$ cat config.mk
export PLATFORM = sky130hd
export DESIGN_NAME = motion_direction_integrator_top_flat
export DESIGN_NICKNAME = d
export VERILOG_FILES = /design/src/design/mdi_pkg.sv /design/src/design/mdi_in_if.sv /design/src/design/mdi_out_if.sv /design/src/design/mdi_cfg_regs.sv /design/src/design/mdi_axis.sv /design/src/design/motion_direction_integrator_top.sv /design/src/flat_wrapper.sv
export SDC_FILE = /design/constraint.sdc
export NUM_CORES = 2
export LEC_CHECK = 0
export ABC_AREA = 1
export BUFFER_PORTS_ARGS = -buffer_cell sky130_fd_sc_hd__buf_2
export CORE_ASPECT_RATIO = 0.9
export CORE_MARGIN = 5
export CORE_UTILIZATION = 58
export CTS_BUF_LIST = sky130_fd_sc_hd__clkbuf_2
export CTS_CLUSTER_DIAMETER = 50
export DETAILED_ROUTE_END_ITERATION = 12
export GPL_TIMING_DRIVEN = 0
export PLACE_DENSITY = 0.75
export SYNTH_ARGS = -nofsm -noshare
export SYNTH_HDL_FRONTEND = slang
export SYNTH_SLANG_ARGS = --single-unit
export TNS_END_PERCENT = 1
$ cat constraint.sdc
create_clock -name clk -period 8 [get_ports clk]
set_input_delay 0.4 -clock clk [delete_from_list [all_inputs] [get_ports clk]]
set_output_delay 0.4 -clock clk [all_outputs]
set_load 0.005 [all_outputs]
$ cat src/design/mdi_pkg.sv
`default_nettype none
package mdi_pkg;

  localparam int SAMPLE_W = 16;
  localparam int DIR_W    = 2;
  localparam int SPEED_W  = 24;
  localparam int VEL_W    = 40;
  localparam int ACC_W    = 48;
  localparam int DIGIT_SH_W = 16;

  localparam int CFG_DATA_W = 32;
  localparam int CFG_ADDR_W = 5;
  localparam int CFG_IDX_W  = 3;

  localparam int MUL_DIGIT_W = 4;
  localparam int MUL_DIGITS  = 4;
  localparam int DEC_DIGIT_W = 3;
  localparam int DEC_DIGITS  = 3;

  localparam logic [CFG_IDX_W-1:0] REG_DEADBAND  = 3'd0;
  localparam logic [CFG_IDX_W-1:0] REG_STILL     = 3'd1;
  localparam logic [CFG_IDX_W-1:0] REG_DIR_LEVEL = 3'd2;
  localparam logic [CFG_IDX_W-1:0] REG_STEP_TIME = 3'd3;
  localparam logic [CFG_IDX_W-1:0] REG_DECAY     = 3'd4;

  localparam logic [15:0] RST_DEADBAND  = 16'd100;
  localparam logic [15:0] RST_STILL     = 16'd200;
  localparam logic [22:0] RST_DIR_LEVEL = 23'd100;
  localparam logic [15:0] RST_STEP_TIME = 16'd655;
  localparam logic [8:0]  RST_DECAY     = 9'd230;

  localparam logic [DIR_W-1:0] DIR_NONE = 2'd0;
  localparam logic [DIR_W-1:0] DIR_POS  = 2'd1;
  localparam logic [DIR_W-1:0] DIR_NEG  = 2'd2;

  localparam logic [VEL_W-1:0] VEL_MAX = {1'b0, {(VEL_W-1){1'b1}}};
  localparam logic [VEL_W-1:0] VEL_MIN = {1'b1, {(VEL_W-1){1'b0}}};

  typedef struct packed {
    logic [15:0] deadband_level;
    logic [15:0] still_level;
    logic [22:0] direction_level;
    logic [15:0] step_time_q16;
    logic [8:0]  decay_q8;
  } cfg_t;

  typedef enum logic [3:0] {
    OP_NONE,
    OP_OFFS,
    OP_LOAD,
    OP_ACC,
    OP_SUM,
    OP_MUL,
    OP_ADD,
    OP_DEC,
    OP_DFIN
  } lane_op_t;

  typedef struct packed {
    lane_op_t op;
  } lane_ctrl_t;

endpackage
`default_nettype wire

$ cat src/design/mdi_in_if.sv
`default_nettype none
interface mdi_in_if;
  logic                                 valid;
  logic                                 ready;
  logic signed [mdi_pkg::SAMPLE_W-1:0]  sample_x;
  logic signed [mdi_pkg::SAMPLE_W-1:0]  sample_y;

  modport source (output valid, output sample_x, output sample_y, input ready);
  modport sink   (input valid, input sample_x, input sample_y, output ready);
endinterface
`default_nettype wire

$ cat src/design/mdi_out_if.sv
`default_nettype none
interface mdi_out_if;
  logic                                valid;
  logic                                ready;
  logic        [mdi_pkg::DIR_W-1:0]    dir_horizontal;
  logic        [mdi_pkg::DIR_W-1:0]    dir_vertical;
  logic signed [mdi_pkg::SPEED_W-1:0]  speed_x;
  logic signed [mdi_pkg::SPEED_W-1:0]  speed_y;

  modport source (output valid, output dir_horizontal, output dir_vertical,
                  output speed_x, output speed_y, input ready);
  modport sink   (input valid, input dir_horizontal, input dir_vertical,
                  input speed_x, input speed_y, output ready);
endinterface
`default_nettype wire

$ cat src/design/mdi_cfg_regs.sv
`default_nettype none
module mdi_cfg_regs (
  input  wire logic                              clk,
  input  wire logic                              rst_n,
  input  wire logic                              psel,
  input  wire logic                              penable,
  input  wire logic                              pwrite,
  input  wire logic [mdi_pkg::CFG_ADDR_W-1:0]    paddr,
  input  wire logic [mdi_pkg::CFG_DATA_W-1:0]    pwdata,
  output      logic [mdi_pkg::CFG_DATA_W-1:0]    prdata,
  output      logic                              pready,
  output      mdi_pkg::cfg_t                     cfg
);

  mdi_pkg::cfg_t                  cfg_r;
  logic [mdi_pkg::CFG_IDX_W-1:0]  idx;
  logic                           wr_en;

  assign idx    = paddr[mdi_pkg::CFG_ADDR_W-1:2];
  assign pready = 1'b1;
  assign wr_en  = psel & penable & pwrite;
  assign cfg    = cfg_r;

  always_ff @(posedge clk) begin
    if (!rst_n) begin
      cfg_r.deadband_level  <= mdi_pkg::RST_DEADBAND;
      cfg_r.still_level     <= mdi_pkg::RST_STILL;
      cfg_r.direction_level <= mdi_pkg::RST_DIR_LEVEL;
      cfg_r.step_time_q16   <= mdi_pkg::RST_STEP_TIME;
      cfg_r.decay_q8        <= mdi_pkg::RST_DECAY;
    end else if (wr_en) begin
      case (idx)
        mdi_pkg::REG_DEADBAND:  cfg_r.deadband_level  <= pwdata[15:0];
        mdi_pkg::REG_STILL:     cfg_r.still_level     <= pwdata[15:0];
        mdi_pkg::REG_DIR_LEVEL: cfg_r.direction_level <= pwdata[22:0];
        mdi_pkg::REG_STEP_TIME: cfg_r.step_time_q16   <= pwdata[15:0];
        mdi_pkg::REG_DECAY:     cfg_r.decay_q8        <= pwdata[8:0];
        default: ;
      endcase
    end
  end

  always_comb begin
    case (idx)
      mdi_pkg::REG_DEADBAND:  prdata = 32'(cfg_r.deadband_level);
      mdi_pkg::REG_STILL:     prdata = 32'(cfg_r.still_level);
      mdi_pkg::REG_DIR_LEVEL: prdata = 32'(cfg_r.direction_level);
      mdi_pkg::REG_STEP_TIME: prdata = 32'(cfg_r.step_time_q16);
      mdi_pkg::REG_DECAY:     prdata = 32'(cfg_r.decay_q8);
      default:                prdata = '0;
    endcase
  end

endmodule
`default_nettype wire

$ cat src/design/mdi_axis.sv
`default_nettype none
module mdi_axis #(
  parameter int VEL_FRAC_BITS = 16
) (
  input  wire logic                                 clk,
  input  wire logic                                 rst_n,
  input  wire mdi_pkg::lane_ctrl_t                  ctrl,
  input  wire mdi_pkg::cfg_t                        cfg,
  input  wire logic [mdi_pkg::SAMPLE_W-1:0]         sample,
  output      logic [mdi_pkg::DIR_W-1:0]            dir,
  output      logic [mdi_pkg::SPEED_W-1:0]          speed
);

  localparam int F  = VEL_FRAC_BITS;
  localparam int VW = mdi_pkg::VEL_W;
  localparam int AW = mdi_pkg::ACC_W;
  localparam int IW = 34 + ((F > 17) ? (F - 17) : 0);
  localparam int SW = ((IW > VW) ? IW : VW) + 2;
  localparam int LW = 23 + F;
  localparam int CW = ((LW > VW) ? LW : VW) + 2;

  logic [15:0]    off_r, samp_r;
  logic [16:0]    az_r, azmag_r, last_r;
  logic [17:0]    smag_r;
  logic           neg_r, still_r;
  logic [AW-1:0]  acc_r;
  logic [mdi_pkg::DIGIT_SH_W-1:0] sh_r;
  logic [VW-1:0]  vel_r;

  // offset correction and deadband
  logic [16:0] a_diff, a_mag;
  logic        in_dead;
  assign a_diff  = {samp_r[15], samp_r} - {off_r[15], off_r};
  assign a_mag   = a_diff[16] ? (~a_diff + 17'd1) : a_diff;
  assign in_dead = a_mag < {1'b0, cfg.deadband_level};

  // trapezoid sum
  logic [17:0] s_sum, s_mag;
  assign s_sum = {az_r[16], az_r} + {last_r[16], last_r};
  assign s_mag = s_sum[17] ? (~s_sum + 18'd1) : s_sum;

  // digit products
  logic [21:0]    pp_m;
  logic [VW-1:0]  vmag;
  logic [42:0]    pp_d;
  assign pp_m = 22'(smag_r) * 22'(sh_r[15:12]);
  assign vmag = vel_r[VW-1] ? (~vel_r + VW'(1)) : vel_r;
  assign pp_d = 43'(vmag) * 43'(sh_r[15:13]);

  // increment scaling and saturating add
  logic [IW-1:0] inc_mag;
  if (F >= 17) begin : g_inc_up
    assign inc_mag = IW'(acc_r[33:0]) << (F - 17);
  end else begin : g_inc_dn
    assign inc_mag = IW'(acc_r[33:0] >> (17 - F));
  end

  logic [SW-1:0] inc_e, inc_s, vel_e, tot;
  logic          tot_ovf;
  logic [VW-1:0] vel_add;
  assign inc_e   = SW'(inc_mag);
  assign inc_s   = neg_r ? (~inc_e + SW'(1)) : inc_e;
  assign vel_e   = {{(SW-VW){vel_r[VW-1]}}, vel_r};
  assign tot     = vel_e + inc_s;
  assign tot_ovf = !((&tot[SW-1:VW-1]) || !(|tot[SW-1:VW-1]));
  assign vel_add = tot_ovf ? (tot[SW-1] ? mdi_pkg::VEL_MIN : mdi_pkg::VEL_MAX)
                           : tot[VW-1:0];

  // decay result
  logic [VW-1:0] dres, vel_dec;
  assign dres = acc_r[AW-1:8];
  always_comb begin
    if (!vel_r[VW-1]) begin
      vel_dec = dres[VW-1] ? mdi_pkg::VEL_MAX : dres;
    end else begin
      vel_dec = (dres[VW-1] && |dres[VW-2:0]) ? mdi_pkg::VEL_MIN : (~dres + VW'(1));
    end
  end

  always_ff @(posedge clk) begin
    if (!rst_n) begin
      off_r  <= '0;
      last_r <= '0;
      vel_r  <= '0;
    end else begin
      case (ctrl.op)
        mdi_pkg::OP_OFFS: off_r <= sample;
        mdi_pkg::OP_LOAD: samp_r <= sample;
        mdi_pkg::OP_ACC: begin
          az_r    <= in_dead ? 17'd0 : a_diff;
          azmag_r <= in_dead ? 17'd0 : a_mag;
        end
        mdi_pkg::OP_SUM: begin
          neg_r   <= s_sum[17];
          smag_r  <= s_mag;
          last_r  <= az_r;
          still_r <= azmag_r < {1'b0, cfg.still_level};
          acc_r   <= '0;
          sh_r    <= cfg.step_time_q16;
        end
        mdi_pkg::OP_MUL: begin
          acc_r <= (acc_r << mdi_pkg::MUL_DIGIT_W) + AW'(pp_m);
          sh_r  <= sh_r << mdi_pkg::MUL_DIGIT_W;
        end
        mdi_pkg::OP_ADD: begin
          vel_r <= vel_add;
          acc_r <= '0;
          sh_r  <= {cfg.decay_q8, 7'd0};
        end
        mdi_pkg::OP_DEC: begin
          acc_r <= (acc_r << mdi_pkg::DEC_DIGIT_W) + AW'(pp_d);
          sh_r  <= sh_r << mdi_pkg::DEC_DIGIT_W;
        end
        mdi_pkg::OP_DFIN: if (still_r) vel_r <= vel_dec;
        default: ;
      endcase
    end
  end

  // direction and integer speed from the current velocity
  logic signed [CW-1:0] vel_c, lim_c;
  logic [LW-1:0]        lim;
  assign lim   = {cfg.direction_level, {F{1'b0}}};
  assign vel_c = CW'($signed(vel_r));
  assign lim_c = $signed(CW'(lim));
  assign dir   = (vel_c > lim_c) ? mdi_pkg::DIR_POS :
                 (vel_c < -lim_c) ? mdi_pkg::DIR_NEG : mdi_pkg::DIR_NONE;

  logic [VW-1:0] spd_mag;
  assign spd_mag = vmag >> F;
  always_comb begin
    if (!vel_r[VW-1]) begin
      speed = (spd_mag > VW'(24'h7FFFFF)) ? 24'h7FFFFF : spd_mag[23:0];
    end else begin
      speed = (spd_mag > VW'(24'h800000)) ? 24'h800000 : (~spd_mag[23:0] + 24'd1);
    end
  end

endmodule
`default_nettype wire

$ cat src/design/motion_direction_integrator_top.sv
`default_nettype none
// Each accepted input word passes through the sequencer steps in order: the accept,
// the offset and sum steps, the four-digit step-time multiply, the add, the three-digit
// decay multiply, the decay commit and the output load; a result word left waiting
// holds the load back. No new word is taken until the last one has been loaded out.
// The first word after reset only loads the offsets and gives no result word.
// Reset: rst_n synchronous, active low; registers return to defaults, velocity,
// offsets and last acceleration clear, no clearing pass is needed.
module motion_direction_integrator_top #(
  parameter int VEL_FRAC_BITS = 16
) (
  input  wire logic                              clk,
  input  wire logic                              rst_n,
  mdi_in_if.sink                                 in_ch,
  mdi_out_if.source                              out_ch,
  input  wire logic                              psel,
  input  wire logic                              penable,
  input  wire logic                              pwrite,
  input  wire logic [mdi_pkg::CFG_ADDR_W-1:0]    paddr,
  input  wire logic [mdi_pkg::CFG_DATA_W-1:0]    pwdata,
  output      logic [mdi_pkg::CFG_DATA_W-1:0]    prdata,
  output      logic                              pready
);

  // sequencer states: one step of the per-axis datapath each
  typedef enum logic [2:0] {
    S_IDLE,
    S_ACC,
    S_SUM,
    S_MUL,
    S_ADD,
    S_DEC,
    S_DFIN,
    S_OUT
  } state_t;

  state_t                        state_r;
  logic [1:0]                    cnt_r;
  logic                          offs_taken_r;
  logic                          out_valid_r;
  logic [mdi_pkg::DIR_W-1:0]     dir_h_r, dir_v_r;
  logic [mdi_pkg::SPEED_W-1:0]   speed_x_r, speed_y_r;

  mdi_pkg::cfg_t                 cfg;
  mdi_pkg::lane_ctrl_t           ctrl;
  logic                          in_acc;
  logic                          out_load;
  logic [mdi_pkg::DIR_W-1:0]     dir_x, dir_y;
  logic [mdi_pkg::SPEED_W-1:0]   spd_x, spd_y;

  // take a word only between items; the output register parts the two sides
  assign in_ch.ready = (state_r == S_IDLE);
  assign in_acc      = in_ch.valid & in_ch.ready;
  assign out_load    = (state_r == S_OUT) && (!out_valid_r || out_ch.ready);

  assign out_ch.valid          = out_valid_r;
  assign out_ch.dir_horizontal = dir_h_r;
  assign out_ch.dir_vertical   = dir_v_r;
  assign out_ch.speed_x        = speed_x_r;
  assign out_ch.speed_y        = speed_y_r;

  mdi_cfg_regs u_cfg (
    .clk     (clk),
    .rst_n   (rst_n),
    .psel    (psel),
    .penable (penable),
    .pwrite  (pwrite),
    .paddr   (paddr),
    .pwdata  (pwdata),
    .prdata  (prdata),
    .pready  (pready),
    .cfg     (cfg)
  );

  // drive both axis lanes in lock step from the current state
  always_comb begin
    case (state_r)
      S_IDLE: begin
        if (!in_acc) begin
          ctrl.op = mdi_pkg::OP_NONE;
        end else if (!offs_taken_r) begin
          ctrl.op = mdi_pkg::OP_OFFS;
        end else begin
          ctrl.op = mdi_pkg::OP_LOAD;
        end
      end
      S_ACC:  ctrl.op = mdi_pkg::OP_ACC;
      S_SUM:  ctrl.op = mdi_pkg::OP_SUM;
      S_MUL:  ctrl.op = mdi_pkg::OP_MUL;
      S_ADD:  ctrl.op = mdi_pkg::OP_ADD;
      S_DEC:  ctrl.op = mdi_pkg::OP_DEC;
      S_DFIN: ctrl.op = mdi_pkg::OP_DFIN;
      default: ctrl.op = mdi_pkg::OP_NONE;
    endcase
  end

  mdi_axis #(.VEL_FRAC_BITS(VEL_FRAC_BITS)) u_axis_x (
    .clk    (clk),
    .rst_n  (rst_n),
    .ctrl   (ctrl),
    .cfg    (cfg),
    .sample (in_ch.sample_x),
    .dir    (dir_x),
    .speed  (spd_x)
  );

  mdi_axis #(.VEL_FRAC_BITS(VEL_FRAC_BITS)) u_axis_y (
    .clk    (clk),
    .rst_n  (rst_n),
    .ctrl   (ctrl),
    .cfg    (cfg),
    .sample (in_ch.sample_y),
    .dir    (dir_y),
    .speed  (spd_y)
  );

  always_ff @(posedge clk) begin
    if (!rst_n) begin
      state_r      <= S_IDLE;
      cnt_r        <= '0;
      offs_taken_r <= 1'b0;
      out_valid_r  <= 1'b0;
    end else begin
      // raise the result word on load, drop it once the sink takes it
      if (out_load) begin
        out_valid_r <= 1'b1;
      end else if (out_ch.ready) begin
        out_valid_r <= 1'b0;
      end
      case (state_r)
        S_IDLE: begin
          if (in_acc) begin
            if (!offs_taken_r) begin
              offs_taken_r <= 1'b1;
            end else begin
              state_r <= S_ACC;
            end
          end
        end
        S_ACC: state_r <= S_SUM;
        S_SUM: begin
          cnt_r   <= '0;
          state_r <= S_MUL;
        end
        S_MUL: begin
          // advance one step-time digit per cycle, most significant first
          if (cnt_r == 2'(mdi_pkg::MUL_DIGITS - 1)) begin
            state_r <= S_ADD;
          end else begin
            cnt_r <= cnt_r + 2'd1;
          end
        end
        S_ADD: begin
          cnt_r   <= '0;
          state_r <= S_DEC;
        end
        S_DEC: begin
          // the decay digits run every item; each lane commits only when still
          if (cnt_r == 2'(mdi_pkg::DEC_DIGITS - 1)) begin
            state_r <= S_DFIN;
          end else begin
            cnt_r <= cnt_r + 2'd1;
          end
        end
        S_DFIN: state_r <= S_OUT;
        S_OUT: begin
          // hold here while an earlier word still waits at the output
          if (out_load) begin
            state_r <= S_IDLE;
          end
        end
        default: state_r <= S_IDLE;
      endcase
      if (out_load) begin
        dir_h_r   <= dir_x;
        dir_v_r   <= dir_y;
        speed_x_r <= spd_x;
        speed_y_r <= spd_y;
      end
    end
  end

  a_mul_to_add: assert property (@(posedge clk) disable iff (!rst_n)
    (state_r == S_MUL && cnt_r == 2'(mdi_pkg::MUL_DIGITS - 1)) |=> (state_r == S_ADD))
    else $error("step multiply did not end after its last digit");

  a_dec_to_fin: assert property (@(posedge clk) disable iff (!rst_n)
    (state_r == S_DEC && cnt_r == 2'(mdi_pkg::DEC_DIGITS - 1)) |=> (state_r == S_DFIN))
    else $error("decay multiply did not end after its last digit");

  a_rise_from_out: assert property (@(posedge clk) disable iff (!rst_n)
    $rose(out_valid_r) |-> $past(state_r == S_OUT))
    else $error("result word raised outside the output state");

  a_no_result_before_offset: assert property (@(posedge clk) disable iff (!rst_n)
    !offs_taken_r |-> (!out_valid_r && state_r == S_IDLE))
    else $error("work started before the offsets were taken");

endmodule
`default_nettype wire

$ cat src/flat_wrapper.sv
// flat-port wrapper written by rule: the top's interface ports become plain ports
module motion_direction_integrator_top_flat 
#(
  parameter int VEL_FRAC_BITS = 16
)
  (clk, rst_n, psel, penable, pwrite, paddr, pwdata, prdata, pready, in_ch_valid, in_ch_sample_x, in_ch_sample_y, in_ch_ready, out_ch_valid, out_ch_dir_horizontal, out_ch_dir_vertical, out_ch_speed_x, out_ch_speed_y, out_ch_ready);
  mdi_in_if in_ch_i ();
  mdi_out_if out_ch_i ();
  input  wire logic clk;
  input  wire logic rst_n;
  input  wire logic psel;
  input  wire logic penable;
  input  wire logic pwrite;
  input  wire logic [mdi_pkg::CFG_ADDR_W-1:0] paddr;
  input  wire logic [mdi_pkg::CFG_DATA_W-1:0] pwdata;
  output      logic [mdi_pkg::CFG_DATA_W-1:0] prdata;
  output      logic pready;
  input wire logic [$bits(in_ch_i.valid)-1:0] in_ch_valid;
  input wire logic [$bits(in_ch_i.sample_x)-1:0] in_ch_sample_x;
  input wire logic [$bits(in_ch_i.sample_y)-1:0] in_ch_sample_y;
  output wire logic [$bits(in_ch_i.ready)-1:0] in_ch_ready;
  output wire logic [$bits(out_ch_i.valid)-1:0] out_ch_valid;
  output wire logic [$bits(out_ch_i.dir_horizontal)-1:0] out_ch_dir_horizontal;
  output wire logic [$bits(out_ch_i.dir_vertical)-1:0] out_ch_dir_vertical;
  output wire logic [$bits(out_ch_i.speed_x)-1:0] out_ch_speed_x;
  output wire logic [$bits(out_ch_i.speed_y)-1:0] out_ch_speed_y;
  input wire logic [$bits(out_ch_i.ready)-1:0] out_ch_ready;
  assign in_ch_i.valid = in_ch_valid;
  assign in_ch_i.sample_x = in_ch_sample_x;
  assign in_ch_i.sample_y = in_ch_sample_y;
  assign in_ch_ready = in_ch_i.ready;
  assign out_ch_valid = out_ch_i.valid;
  assign out_ch_dir_horizontal = out_ch_i.dir_horizontal;
  assign out_ch_dir_vertical = out_ch_i.dir_vertical;
  assign out_ch_speed_x = out_ch_i.speed_x;
  assign out_ch_speed_y = out_ch_i.speed_y;
  assign out_ch_i.ready = out_ch_ready;
  motion_direction_integrator_top #(.VEL_FRAC_BITS(VEL_FRAC_BITS)) u_core (.clk(clk), .rst_n(rst_n), .in_ch(in_ch_i), .out_ch(out_ch_i), .psel(psel), .penable(penable), .pwrite(pwrite), .paddr(paddr), .pwdata(pwdata), .prdata(prdata), .pready(pready));
endmodule
==> metrics.md <==
| Metric | Value |
|---|---|
| Status | completed |
| Primary FF master, synth | edfxtp_1 |
| Final setup violation count | 0 |
| Yosys reg bits | 535 |
| Worst Setup End Kind | register |
| Synth Instances | 8,946 |
| CTS root buffer | clkbuf_2 |
| Share of layout cells above drive strength 1 | 6.14% |
| Yosys warns | 0 |
| Placed cells | 10,500 |
| Worst-Margin Slew | 1.42 ns |
| Post-synth top cells | 2,019 x nand2_1, 1,323 x inv_1, 1,127 x nor2_1 |
| # IOs | 163 |
| Sink Count | between 500 and 600 |
| Setup ws final | 0.484 ns |
| Die width | 350 um |
| Synth unique cells | 67 |
| Hold Path Origin | in_ch_sample_y[7] |
| Initial antenna violation count | 7 |
| WL final | between 200,000 and 250,000 um |
| Rows | 112 |
| RSZ-0062 raised after global routing | false |
| Initial Util | a little under 60% |
| Largest net degree at the start of global routing | 35 |
| Most frequent cell after synthesis | nand2_1 |
| Area share of the largest cell type after synthesis | 15.0% |
| Largest area contributor in the netlist | edfxtp_1 |
| Routed len/inst | about 22 um |
| Core box area | 0.104 mm2 |
| R2r setup slk | ~0.48 ns |
| Seq/Total Area, Yosys | a little under a quarter |
| CP required | between 9 and 10 ns |
| Hold Vio Cnt, Final | 0 |
| Die Area | 0.111 mm2 |
| Met2 Usage GRT | 61.2% |
| Final Cycle Share | 93.9% |
| Worst path arrival time | 8.86 ns |
| Post-DRT Antenna Nets | 0 |
| GR Util met3 | ~16% |
| Total GRT Usage | 43.0% |
| Top cells by area, synth | edfxtp_1 15%, nand2_1 13%, ha_1 9.8%, fa_1 8.6%, inv_1 8.2% |
| Vias in the first global route | 61,500 |
| Fin nets | roughly 10,000 |
| Vias per cell | slightly above 6 |
| Met1 layer usage reported by global route | 58.7% |
| Worst hold path depth | 3 |
| Worst Hold Endpoint | u_core.u_axis_y.samp_r[7] |
| DP HPWL | 197,000 um |
| Final Non-Filler Cells | between 10,000 and 15,000 |
| Longest Clk Path Bufs | 3 |
| Drt initial violations | ~9,300 |
| Reg-to-reg critical path startpoint | u_core.u_axis_x.vel_r[39] |
| GP Congestion | 1.12 |
| Clock transition at the registers of the reported paths | 0.13 ns |
| Synth async-reset ratio | 0% |
| P&R area growth vs syn | 9.68% |
| Clock Latency Late Sink | around 1.6 ns |
| Max-Slew Margin vs Limit | 5.35% |
| Die H | 316 um |
| Final setup skew | 0.132 ns |
| Max_cap viols | 0 |
| R2r endpoint | u_core.u_axis_x.acc_r[27] |
| Critical path class | register to register |
| Mapped cell area | 0.0605 mm2 |
| Drt pass-1 iters | 8 |
| Total CTS buffers | 147 |
| Vias | ~66,000 |
| Worst-case reg-to-reg path depth | 26 |
| CTS H-tree depth | 4 |
| CTS tree | yes |
| Crit path launch type | register |
| Min Tclk post-route | 7.52 ns |
| Overflow after GRT | 0 |
| Critical Path Fanout Max | 10 |
| DRC viols | 0 |
| Slew Viols, Final | 0 |
| Syn avg cell area | 6.76 um2 |
| First-pass GRT wire length | roughly 370,000 um |
| Gr busiest metal | met2 |
| Hold Path Class | input port to register |
| Number of flops mapped to enable cells by yosys | 302 |
| Port-buffer cells | 140 |
| Dpl ws | approximately 0.64 ns |
| Max Clk Rate | 133 MHz |
## stage by stage
| step | hold slack (ns) | utilization (%) | setup TNS [ns] | cell area [um2] |
|---|---|---|---|---|
| 3_3_place_gp | 0.447 | 60.7 | -264.20 | 62900 |
| 3_5_place_dp | 0.454 | 61.0 | 0 | 63200 |
| 2_1_floorplan | 0.435 | - | 0 | 60500 |
| 6_report | 0.105 | 64.0 | 0 | 66300 |
| 5_1_grt | 0.0871 | 64.0 | 0 | 66300 |
| 4_1_cts | 0.00250 | 64.0 | 0 | 66300 |
## state kept, by name, summed over array words and instances (netlist names), 17 cells and up
name,count
u_core.out_ch.speed_x,24
u_core.out_ch.speed_y,24
u_core.u_axis_x.acc_r,48
u_core.u_axis_x.az_r,17
u_core.u_axis_x.last_r,17
u_core.u_axis_x.smag_r,18
u_core.u_axis_x.vel_r,40
u_core.u_axis_y.acc_r,48
u_core.u_axis_y.az_r,17
u_core.u_axis_y.last_r,17
u_core.u_axis_y.smag_r,18
u_core.u_axis_y.vel_r,40
u_core.u_cfg.cfg,80
## what timing repair did
action	4_1_cts	5_1_grt
endpoints found under the hold margin	249	0
endpoints found under the setup margin	0	0
setup buffers	0	0
hold buffers	160	0
resized for setup	0	0
## worst max-delay path, cell delays in order (launching register included)
cell and delay, ns:
dfxtp_1 0.62, buf_2 0.31, buf_2 0.33, buf_1 0.49, buf_2 0.42, buf_2 0.34
buf_1 0.65, nand2_1 0.09, o21ai_0 0.27, nand2_1 0.16, fa_1 0.45, fa_1 0.49
inv_1 0.05, ha_1 0.22, fa_1 0.52, nand3_1 0.14, nand2_1 0.09, a21boi_0 0.33
o21bai_1 0.15, nand2_1 0.08, nand2_1 0.16, a21boi_0 0.37, inv_1 0.15, a21oi_1 0.18
nand2_1 0.07, nand3_1 0.10, o21ai_0 0.10
## kinds of logic after synthesis
kind of cell	after synthesis	share of synthesized area, %
flip-flops	535	22.7
XOR/XNOR	407	5.91
other	2	0.0124
adder cells (fa/ha/maj)	733	18.4
AO/OA/AOI/OAI	1680	15.4
buffers and inverters	1607	10.2
AND/OR/NAND/NOR	3982	27.3
## per-layer routing
layer / share of wire, % / wire length, um / vias up
met2: 40 / 97100 / 4698
li1: - / - / 30300
met5: 0.021 / 52 / -
met1: 39 / 96700 / 30600
met3: 16 / 38800 / 734
met4: 5.0 / 12300 / 8
## worst max-delay path by stage
stage	startpoint	endpoint	slack, ns	depth (start not counted)
final	u_core.u_axis_x.vel_r[39]	u_core.u_axis_x.acc_r[27]	0.48	26
after global routing	u_core.u_axis_x.vel_r[39]	u_core.u_axis_x.acc_r[27]	0.24	28
after CTS	u_core.u_axis_x.vel_r[39]	u_core.u_axis_x.acc_r[27]	0.69	26
after detailed placement	u_core.u_axis_x.vel_r[39]	u_core.u_axis_x.acc_r[27]	0.64	26
after global placement	rst_n	u_core.u_axis_y.acc_r[19]	-2.61	4
after floorplan	u_core.state_r[0]	u_core.u_axis_x.acc_r[0]	0.92	14
## cell usage in the layout (no fill, tap or decap), types with 28 or more instances in the layout
master	instances
a21oi_1	673
a31oi_1	32
buf_2	179
clkbuf_1	167
clkbuf_2	218
clkinv_1	50
dfxtp_1	233
dlygate4sd3_1	160
edfxtp_1	302
fa_1	260
ha_1	473
inv_1	1323
nand2_1	2019
nand3_1	406
nand4_1	141
nor2_1	1125
nor3_1	128
nor4_1	34
o211ai_1	29
o21a_1	28
o21ai_0	673
o21bai_1	28
o221ai_1	53
xnor2_1	78
xor2_1	328
## area by class of cell
cell class / count / area (um2)
multi-input combinational: 6812 / 40600
tap: 1368 / 1710
fill: 9608 / 37200
clock buffer: 215 / 1080
antenna: 14 / 35.0
timing repair buffer: 314 / 2550
clock inverter: 55 / 403
inverter: 1359 / 5100
buffer: 248 / 1100
sequential: 535 / 13700
Power is left out: the tool's default activity adds up to more than one toggle a clock period on the data nets, which glitch-free logic cannot reach.
